**config.mk**
```make
export PLATFORM = sky130hd
export DESIGN_NAME = bet_ctrl
export DESIGN_NICKNAME = d
export VERILOG_FILES = /design/src/rtl/battery_energy_tracker_hysteresis_macros.svh /design/src/rtl/bet_pkg.sv /design/src/rtl/bet_ctrl.sv
export SDC_FILE = /design/constraint.sdc
export NUM_CORES = 1
export LEC_CHECK = 0
export BUFFER_PORTS_ARGS = -buffer_cell sky130_fd_sc_hd__buf_2
export CORE_AREA = 4 4 41 43
export DETAILED_ROUTE_END_ITERATION = 16
export DIE_AREA = 0 0 45 47
export PLACE_DENSITY_LB_ADDON = 0.12
export SYNTH_ARGS = -nofsm -noshare
export SYNTH_HDL_FRONTEND = slang
export SYNTH_SLANG_ARGS = --single-unit
```
**constraint.sdc**
```tcl
create_clock -name clk -period 1.9 [get_ports clk]
set_clock_uncertainty 0.2 [all_clocks]
set_input_delay 0.19 -clock clk [delete_from_list [all_inputs] [get_ports clk]]
set_output_delay 0.19 -clock clk [all_outputs]
set_load 0.05 [all_outputs]
```
**src/rtl/battery_energy_tracker_hysteresis_macros.svh**
```systemverilog
// ----------------------------------------------------------------------------
// Battery energy tracker assertion macros
// Shorthand for the clocked checks at the end of the top level.
// ----------------------------------------------------------------------------
`ifndef BATTERY_ENERGY_TRACKER_HYSTERESIS_MACROS_SVH
`define BATTERY_ENERGY_TRACKER_HYSTERESIS_MACROS_SVH

// check a consequence in the same cycle
`define BET_ASSERT_SAME(label, clk, rst_n, ante, cons, msg) \
	label: assert property (@(posedge clk) disable iff (!rst_n) (ante) |-> (cons)) \
		else $error(msg);

// check a consequence in the following cycle
`define BET_ASSERT_NEXT(label, clk, rst_n, ante, cons, msg) \
	label: assert property (@(posedge clk) disable iff (!rst_n) (ante) |=> (cons)) \
		else $error(msg);

`endif

```
**src/rtl/bet_pkg.sv**
```systemverilog
`timescale 1ns / 1ps
// ----------------------------------------------------------------------------
// Battery energy tracker package
// Field widths, register indexes, event codes, reset values and commands.
// ----------------------------------------------------------------------------
package bet_pkg;

	localparam int ENERGY_BITS_DEF = 56;
	localparam int CUR_W = 20;
	localparam int MV_W = 13;
	localparam int EL_W = 24;
	localparam int FRAC_W = 16;
	localparam int EVENT_W = 2;
	localparam int CFG_IDX_W = 3;

	localparam logic [CFG_IDX_W-1:0] REG_INIT_ENERGY = 3'd0;
	localparam logic [CFG_IDX_W-1:0] REG_SUPPLY_MV = 3'd1;
	localparam logic [CFG_IDX_W-1:0] REG_LOW_FRAC = 3'd2;
	localparam logic [CFG_IDX_W-1:0] REG_HIGH_FRAC = 3'd3;

	localparam logic [EVENT_W-1:0] EV_NONE = 2'd0;
	localparam logic [EVENT_W-1:0] EV_CHANGED = 2'd1;
	localparam logic [EVENT_W-1:0] EV_DRAINED = 2'd2;
	localparam logic [EVENT_W-1:0] EV_RECHARGED = 2'd3;

	localparam logic [63:0] INIT_ENERGY_RST = 64'd10000000000000000;
	localparam logic [MV_W-1:0] SUPPLY_MV_RST = 13'd3000;
	localparam logic [FRAC_W-1:0] LOW_FRAC_RST = 16'd6554;
	localparam logic [FRAC_W-1:0] HIGH_FRAC_RST = 16'd9830;

	typedef struct packed {
		logic cfg_wr;
		logic load;
		logic mul1;
		logic mul2;
		logic sub;
		logic cmp;
	} bet_cmd_t;

endpackage

```
**src/rtl/bet_ctrl.sv**
```systemverilog
`timescale 1ns / 1ps
// ----------------------------------------------------------------------------
// Battery energy tracker controller
// Sequences one word through multiply, subtract and compare steps and owns
// the handshakes of the input, output and configuration channels.
// ----------------------------------------------------------------------------
module bet_ctrl (
	input  logic              clk,
	input  logic              arst_n,
	input  logic              in_valid,
	output logic              in_stall,
	output logic              out_valid,
	input  logic              out_stall,
	input  logic              cfg_valid,
	output logic              cfg_ready,
	output bet_pkg::bet_cmd_t cmd
);
	import bet_pkg::*;

	localparam logic [2:0] ST_IDLE = 3'd0;
	localparam logic [2:0] ST_MUL1 = 3'd1;
	localparam logic [2:0] ST_MUL2 = 3'd2;
	localparam logic [2:0] ST_SUB  = 3'd3;
	localparam logic [2:0] ST_CMP  = 3'd4;

	logic [2:0] state_q;
	logic [2:0] state_nxt;
	logic       out_valid_q;
	logic       cmp_go;

	// hold input words while a word is in work or a configuration write is pending
	assign in_stall = (state_q != ST_IDLE) || cfg_valid;
	assign cfg_ready = (state_q == ST_IDLE);
	assign out_valid = out_valid_q;
	assign cmp_go = (state_q == ST_CMP) && (!out_valid_q || !out_stall);

	always_comb begin
		cmd.cfg_wr = cfg_valid && (state_q == ST_IDLE);
		cmd.load = in_valid && !cfg_valid && (state_q == ST_IDLE);
		cmd.mul1 = (state_q == ST_MUL1);
		cmd.mul2 = (state_q == ST_MUL2);
		cmd.sub = (state_q == ST_SUB);
		cmd.cmp = cmp_go;
	end

	always_comb begin
		state_nxt = state_q;
		unique case (state_q)
			ST_IDLE: if (cmd.load) state_nxt = ST_MUL1;
			ST_MUL1: state_nxt = ST_MUL2;
			ST_MUL2: state_nxt = ST_SUB;
			ST_SUB:  state_nxt = ST_CMP;
			ST_CMP:  if (cmp_go) state_nxt = ST_IDLE;
			default: state_nxt = ST_IDLE;
		endcase
	end

	always_ff @(posedge clk or negedge arst_n) begin
		if (!arst_n) begin
			state_q <= ST_IDLE;
			out_valid_q <= 1'b0;
		end else begin
			state_q <= state_nxt;
			// hold the word until taken, load a fresh one on compare
			if (cmp_go) out_valid_q <= 1'b1;
			else if (!out_stall) out_valid_q <= 1'b0;
		end
	end

endmodule

```
==> impl_metrics.csv, run 1 <==
group,metric,value,unit
final_layout,drive_gt1_share,58.5,%
critical_path,slowest_stage,"or3b_1",
place,dp_hpwl,501,um
grt,grt_pass1_vias,272,
yosys,ys_ff_latch,4,
detailed_routing,drc,0,
clock_tree,htreeDepth,1,
critical_path,cpPeakStageDelay,440,ps
floorplanning,ios,14,
timing,setup-violations-final,0,
final_layout,n_antenna_cell,0,
clock_tree,clock_latency,230,ps
yosys,ys_warn_count,0,
detailed_routing,routedWlPerCell,11.1,um
floorplanning,die_x,45,um
yosys,synth.distinct_cells,17,
clock_tree,cts_setup_buffers,0,
final_layout,nFillCells,155,
critical_path,endpoint_kind,"primary output",
grt,grt_usage,7.54,%
critical_path,crit_buf_inv,1,
run_status,status,"completed",
floorplanning,die_h,47,um
timing,finalCriticalPeriod,1820,ps
clock_tree,clockBufferDepth,2,
timing,relSlewSlack,83.3,%
yosys,synth_ff_type,"dfrtp_1",
timing,holdWs,40.1,ps
timing,finalCritPeriodShare,95.8,%
detailed_routing,dr_total_vias,228,
floorplanning,start_util,17.1,%
yosys,synth_area,223,sq um
yosys,yosysMostFrequentCell,"dfrtp_1",
yosys,synthCells,23,
detailed_routing,via_per_inst,4.07,
floorplanning,rows,13,
yosys,syn_nets,28,
final_layout,utilization,28.2,%
place,gp_congestion,0.710,
timing,rsz0062_at_grt,"false",
timing,final_max_slew_viol_count,0,
clock_tree,cts_root_buf,"clkbuf_4",
critical_path,worstPathArrival,1430,ps
final_layout,synthToLayoutAreaGrowth,64.6,%
yosys,async_flop_share,100,%
floorplanning,dieArea,2120,sq um
timing,max_freq,549,MHz
timing,hold_violations,0,
clock_tree,cts.sink_count,4,
detailed_routing,ant_nets,0,
yosys,synth_area_leaders,"dfrtp_1 (45%), nand2b_1 (5.6%), o21bai_2 (5.1%)",
detailed_routing,drtPass1Iterations,2,
critical_path,crit_cells,3,
critical_path,cp.required,1510,ps
yosys,yosysSeqAreaShare,44.9,%
yosys,syn_area_per_cell,9.68,sq um
grt,grt_pass1_wl,1060,um
grt,grt_max_degree,8,
yosys,synth_edf_count,0,
place,port_buffers,13,
yosys,post-synth-top-area-fraction,44.9,%
yosys,synth_commonest_cells,"dfrtp_1 (4), nand2_1 (2), nand2b_1 (2), nor3_1 (2)",
final_layout,nets,48,
timing,finalSetupTns,0,ps
floorplanning,design.core.area,1300,sq um
detailed_routing,drt-initial-drc-count,1,
detailed_routing,finalWirelength,620,um
critical_path,cp_top_family,"simple AND/OR/NAND/NOR gates",
hold_path,hold_path_depth,3,
critical_path,r2r_cells,3,
critical_path,critPathLaunchType,"register",
clock_tree,path_clk_slew,40,ps
clock_tree,cts_made_buffers,3,
grt,grt-ovfl-total,0,
critical_path,crit_chain,"or3b_1 > a21oi_2 > buf_2",
run,max_cap_viol_count,0,
timing,worst_pin_slew,252,ps
yosys,yosys.area.top_type,"dfrtp_1",
grt,antenna_found_initial,0,
critical_path,critPathKind,"reg2out",
critical_path,critPathMaxFanout,3,
clock_tree,cts_tree,"yes",
hold_path,min_path_type,"in2reg",
critical_path,r2r_slack,670,ps
## logic make-up (layout without fill, tap and decap cells)
| kind of cell | count (synthesis) | count (layout) | synth area share [%] |
|---|---|---|---|
| AND/OR/NAND/NOR | 12 | 12 | 32.0 |
| XOR/XNOR | 1 | 1 | 3.93 |
| flip-flops | 4 | 4 | 44.9 |
| buffers and inverters | 3 | 21 | 6.74 |
| AO/OA/AOI/OAI | 3 | 3 | 12.4 |
## path summary, 6_finish.rpt
| kind | from | endpoint |
|---|---|---|
| max in group asynchronous | arst_n | state_q[0]$_DFFE_PN0P_ |
| min in group asynchronous | arst_n | state_q[1]$_DFFE_PN0P_ |
| min | out_stall | out_valid$_DFFE_PN0P_ |
| min reg2reg | out_valid$_DFFE_PN0P_ | out_valid$_DFFE_PN0P_ |
| max | state_q[1]$_DFFE_PN0P_ | cmd[0] |
| max reg2reg | state_q[0]$_DFFE_PN0P_ | state_q[2]$_DFFE_PN0P_ |
## sequential cells by signal, summed over array words and instances, names as in the netlist
name       cells
state_q        3
out_valid      1
## final cells by class
| class | count | area [sq um] | share of cell area (%) |
|---|---|---|---|
| multi-input cells | 16 | 124 | 33.8 |
| flip-flops and latches | 4 | 100 | 27.3 |
| well taps | 15 | 18.8 | 5.12 |
| clock buffers | 3 | 22.5 | 6.14 |
| repair buffers | 17 | 97.6 | 26.6 |
| inverters | 1 | 3.75 | 1.02 |
## stage by stage
| step | setup WS (ps) | instances | area [sq um] |
|---|---|---|---|
| final | 79.3 | 56 | 367 |
| after global routing | 29.5 | 56 | 367 |
| after CTS | 56.0 | 56 | 367 |
| after detailed placement | 310 | 52 | 334 |
| after global placement | 358 | 52 | 334 |
| after floorplan | -220 | 23 | 239 |
## repair_timing
item / CTS / global route
hold buffers: 1 / 0
endpoints found under the hold margin: 4 / 0
gates resized for setup: 0 / 0
## tightest hold or removal path: stages
cell and delay [ps]:
buf_2 100, nand2_1 80, nand2_1 60
## cells in the final DEF (no fill, tap or decap)
cell	Yosys	final
buf_2	0	13
and2_1	1	1
a21oi_2	1	1
nor2_1	1	1
nor3b_2	0	1
dfrtp_1	4	4
clkbuf_4	0	3
nor4_2	0	1
or3b_1	1	1
inv_1	1	1
o21bai_2	1	1
xnor2_1	1	1
nor3_1	2	1
nand2b_1	2	2
dlygate4sd3_1	0	1
a211oi_1	1	1
nor3_2	0	1
nand2_1	2	2
buf_4	1	3
and3b_1	1	1
## per-layer routing
layer	track usage, %	vias to the layer above	routed length, um
li1	-	113	-
met1	6.91	103	255
met2	11.6	12	305
met3	2.30	0	60
met4	10.5	0	0
met5	0	-	0
Power of run 1 is not shown: default switching activity piles up to over one toggle a cycle in this logic, so the estimate is an artifact.
==> run 2: changes to the inputs <==
- clock period: 1.9 -> 2 ns (I/O delays scaled with it)
==> run 2 against run 1 <==
First-iteration DRC count unchanged. Global-route usage fell by 0.63 points. Worst hold slack gained 1.1 ps. Non-clock buffer count down 1.
==> impl_metrics.csv, run 2 (synthesis results as in run 1) <==
group,metric,value,unit
clock_tree,htreeDepth,1,
clock_tree,clockBufferDepth,2,
timing,finalCriticalPeriod,1880,ps
place,placed_cells_incl_taps,51,
detailed_routing,ant_nets,0,
detailed_routing,drt-initial-drc-count,1,
detailed_routing,via_per_inst,4.24,
hold_path,min_path_type,"in2reg",
timing,relSlewSlack,82.4,%
run_status,status,"completed",
final_layout,drive_gt1_share,57.5,%
detailed_routing,drc,0,
final_layout,final_cell_mix,"buf_2 (12), clkbuf_4 (4), dfrtp_1 (4)",
place,place_ws,321,ps
clock_tree,cts_made_buffers,3,
timing,worst_pin_slew,264,ps
critical_path,worstPathArrival,1480,ps
critical_path,critPathKind,"reg2out",
timing,setup_ws,116,ps
critical_path,cp.required,1600,ps
timing,max_freq,531,MHz
detailed_routing,routedWlPerCell,10.1,um
critical_path,critPathMaxFanout,8,
critical_path,critPathLaunchType,"register",
timing,finalCritPeriodShare,94.2,%
floorplanning,dieArea,2120,sq um
run,max_cap_viol_count,0,
clock_tree,path_clk_slew,40,ps
clock_tree,clock_latency,230,ps
final_layout,largest-register,"state_q",
critical_path,endpoint_kind,"primary output",
final_layout,nFillCells,148,
floorplanning,ios,14,
critical_path,slowest_stage,"dfrtp_1",
floorplanning,die_h,47,um
grt,antenna_found_initial,0,
grt,grt_max_degree,9,
final_layout,synthToLayoutAreaGrowth,62.4,%
final_layout,nets,47,
timing,hold_violations,0,
final_layout,utilization,27.8,%
detailed_routing,dr_total_vias,233,
floorplanning,die_x,45,um
grt,grt_pass1_vias,230,
final_layout,regArea,100,sq um
grt,grt-ovfl-total,0,
critical_path,cpPeakStageDelay,460,ps
timing,rsz0062_at_grt,"false",
final_layout,largest_reg_flops,3,
detailed_routing,drtPass1Iterations,2,
final_layout,final_common_cell,"buf_2",
place,port_buffers,13,
timing,final_max_slew_viol_count,0,
timing,finalSetupTns,0,ps
place,dp_hpwl,435,um
grt,grt_pass1_wl,917,um
critical_path,crit_chain,"or3b_1 > a21oi_2 > clkbuf_4",
timing,setup-violations-final,0,
final_layout,multi_input_area,124,sq um
final_layout,n_antenna_cell,0,
final_layout,layoutNonFillerInstCount,55,
floorplanning,rows,13,
floorplanning,design.core.area,1300,sq um
clock_tree,cts_tree,"yes",
floorplanning,start_util,17.1,%
detailed_routing,finalWirelength,553,um
place,gp_congestion,0.683,
clock_tree,cts_root_buf,"clkbuf_4",
clock_tree,cts.sink_count,4,
grt,grt_usage,6.90,%
run 2: changes by cell type in the layout (fill, tap and decap cells not counted):
cell	previous run	this run
clkbuf_4	3	4
buf_2	13	12
buf_4	3	2
run 2: layer usage:
layer	vias up	track usage [%]	part of all wire, %
li1	116	-	-
met1	97	7.83	44
met2	16	8.19	36
met3	4	1.15	12
met4	0	12.3	8.0
met5	-	0	0
run 2: final cells by class:
class	count	area share, %
sequential	4	27.7
inverter	1	1.04
clock buffer	3	6.23
timing repair buffer	16	25.6
multi-input combinational	16	34.3
tap	15	5.19
run 2: what timing repair did:
action	4_1_cts	5_1_grt
hold buffers	1	0
setup buffers	0	0
resized for setup	0	1
hold endpoints to repair	4	0
setup endpoints to repair	0	1
run 2: path summary, 6_finish.rpt:
path | startpoint | end | slack (ps) | depth (start not counted)
min in group asynchronous | arst_n | state_q[2]$_DFFE_PN0P_ | 100 | 2
worst max-delay path | state_q[0]$_DFFE_PN0P_ | cmd[0] | 120 | 3
max in group asynchronous | arst_n | state_q[1]$_DFFE_PN0P_ | 1380 | 2
worst max register to register | state_q[0]$_DFFE_PN0P_ | state_q[2]$_DFFE_PN0P_ | 710 | 2
worst min register to register | out_valid$_DFFE_PN0P_ | out_valid$_DFFE_PN0P_ | 350 | 2
worst min-delay path | out_stall | out_valid$_DFFE_PN0P_ | 40 | 3
run 2: worst max-delay path: cells and delay by family, from the launching register on:
kind | cells | cell delay (ps)
AOI/OAI and AO/OA | 1 | 120
buffers and inverters | 1 | 230
DFF | 1 | 460
and+or+nand+nor | 1 | 440
run 2: through the flow:
stage / hold WS, ps / instance area, sq um
floorplan: -296 / 239
global placement: -190 / 327
detailed placement: -193 / 327
CTS: 39.7 / 359
global route: 56.3 / 362
finish: 41.2 / 362
Power of run 2 is left out for the same reason.
==> run 3: changes to the inputs <==
--- a/config.mk
+++ b/config.mk
@@ -6,4 +6,5 @@
 export NUM_CORES = 1
 export LEC_CHECK = 0
+export ABC_CLOCK_PERIOD_IN_PS = 2000
 export BUFFER_PORTS_ARGS = -buffer_cell sky130_fd_sc_hd__buf_2
 export CORE_AREA = 4 4 41 43
==> constraint.sdc (replaced) <==
create_clock -name clk -period 2 [get_ports clk]
set_clock_uncertainty 0.2 [all_clocks]
set_input_delay 0.4 -clock clk [delete_from_list [all_inputs] [get_ports clk]]
set_output_delay 0.4 -clock clk [all_outputs]
set_load 0.05 [all_outputs]
==> run 3 against run 2 <==
Critical path depth grew 1. Routed wire length grew 3.8%. Sequential share of layout area shrank 2.2 points. Fmax shrank 2.0%. Via count shrank 1.7%. Highest routed layer unchanged.
==> impl_metrics.csv, run 3 (synthesis results as in run 1) <==
group,metric,value,unit
run_status,status,"completed",
grt,antenna_found_initial,0,
clock_tree,htreeDepth,1,
timing,setup-violations-final,0,
detailed_routing,dr_total_vias,229,
grt,grt_max_degree,8,
floorplanning,dieArea,2120,sq um
timing,finalCriticalPeriod,1920,ps
timing,hold_violations,0,
detailed_routing,routedWlPerCell,10.3,um
floorplanning,rows,13,
detailed_routing,via_per_inst,4.09,
critical_path,startpoint,"state_q[2]$_DFFE_PN0P_",
final_layout,n_antenna_cell,0,
final_layout,nets,48,
critical_path,crit_chain,"buf_4 > nor3_4 > and2_2 > buf_4",
floorplanning,start_util,17.1,%
detailed_routing,drt-initial-drc-count,2,
timing,final_max_slew_viol_count,0,
place,placed_cell_area,347,sq um
final_layout,final_cell_area,393,sq um
critical_path,r2r_slack,760,ps
detailed_routing,routedLengthMet1,269,um
floorplanning,design.core.area,1300,sq um
critical_path,reg2reg_from,"state_q[0]$_DFFE_PN0P_",
clock_tree,clock_latency,240,ps
clock_tree,cts_root_buf,"clkbuf_4",
place,gp_congestion,0.724,
detailed_routing,ant_nets,0,
detailed_routing,drtPass1Iterations,2,
grt,grt_pass1_vias,225,
timing,finalCritPeriodShare,96.2,%
critical_path,cp.required,1400,ps
grt,grt_usage,6.83,%
final_layout,final_cell_mix,"buf_2 (10), buf_4 (5), dfrtp_1 (4)",
grt,grt-ovfl-total,0,
detailed_routing,wl_met3,64,um
place,placed_cells_incl_taps,52,
clock_tree,clockBufferDepth,2,
critical_path,endpoint,"cmd[5]",
clock_tree,cts_setup_buffers,0,
hold_path,min_path_type,"in2reg",
final_layout,synthToLayoutAreaGrowth,76.4,%
floorplanning,die_x,45,um
critical_path,r2r_cells,3,
detailed_routing,finalWirelength,574,um
detailed_routing,drc,0,
timing,worst_pin_slew,249,ps
critical_path,critPathMaxFanout,7,
final_layout,final_common_cell,"buf_2",
timing,max_freq,520,MHz
critical_path,r2r-end,"state_q[2]$_DFFE_PN0P_",
final_layout,largest_reg_flops,3,
grt,grt_pass1_wl,952,um
clock_tree,cts_made_buffers,3,
critical_path,cpPeakStageDelay,370,ps
place,port_buffers,13,
clock_tree,cts.sink_count,4,
place,dp_hpwl,440,um
clock_tree,path_clk_slew,40,ps
timing,rsz0062_at_grt,"false",
final_layout,largest-register,"state_q",
floorplanning,die_h,47,um
detailed_routing,top_layer,"met4",
final_layout,drive_gt1_share,65.9,%
clock_tree,cts_tree,"yes",
timing,relSlewSlack,83.5,%
critical_path,critPathLaunchType,"register",
run,max_cap_viol_count,0,
detailed_routing,routed-wl-met2,224,um
critical_path,slowest_stage,"dfrtp_1",
critical_path,worstPathArrival,1320,ps
critical_path,crit_top_cell,"buf_4",
critical_path,critPathKind,"reg2out",
floorplanning,ios,14,
final_layout,layoutNonFillerInstCount,56,
final_layout,utilization,30.2,%
critical_path,endpoint_kind,"primary output",
[run 3: layout make-up]
| type | count | area, sq um |
|---|---|---|
| fill | 152 | 908 |
| clock buffer | 3 | 22.5 |
| tap | 15 | 18.8 |
| timing repair buffer | 17 | 109 |
| sequential | 4 | 100 |
| inverter | 1 | 3.75 |
| multi-input combinational | 16 | 139 |
[run 3: repair_timing]
item	in CTS	in global routing
setup endpoints to repair	1	3
hold endpoints to repair	4	0
resized for setup	1	6
hold buffers	1	0
[run 3: how the worst min path moves through the flow]
stage                    from  cells after the start                     to
detailed placement     arst_n                      1  out_valid$_DFFE_PN0P_
CTS                 out_stall                      3  out_valid$_DFFE_PN0P_
finish              out_stall                      3  out_valid$_DFFE_PN0P_
global placement       arst_n                      1  out_valid$_DFFE_PN0P_
global route        out_stall                      3  out_valid$_DFFE_PN0P_
floorplan              arst_n                      0  out_valid$_DFFE_PN0P_
[run 3: critical path, delay by kind of cell (launching register included)]
| family | cells | cell delay [ps] |
|---|---|---|
| flops | 1 | 370 |
| buf+inv | 2 | 360 |
| simple gates | 2 | 360 |
[run 3: per-stage QoR]
stage	worst slack (ps)	hold WS, ps	TNS [ps]
6_report	76.9	244	0
4_1_cts	1.88	236	0
5_1_grt	8.08	233	0
3_3_place_gp	243	8.63	0
3_5_place_dp	225	12.5	0
2_1_floorplan	-88.5	-95.6	-146
[run 3: routing by layer]
| layer | up-vias | track usage, % |
|---|---|---|
| li1 | 116 | - |
| met1 | 95 | 8.53 |
| met2 | 16 | 7.63 |
| met3 | 2 | 2.68 |
| met4 | 0 | 8.77 |
| met5 | - | 0 |
Power of run 3 is left out for the same reason.
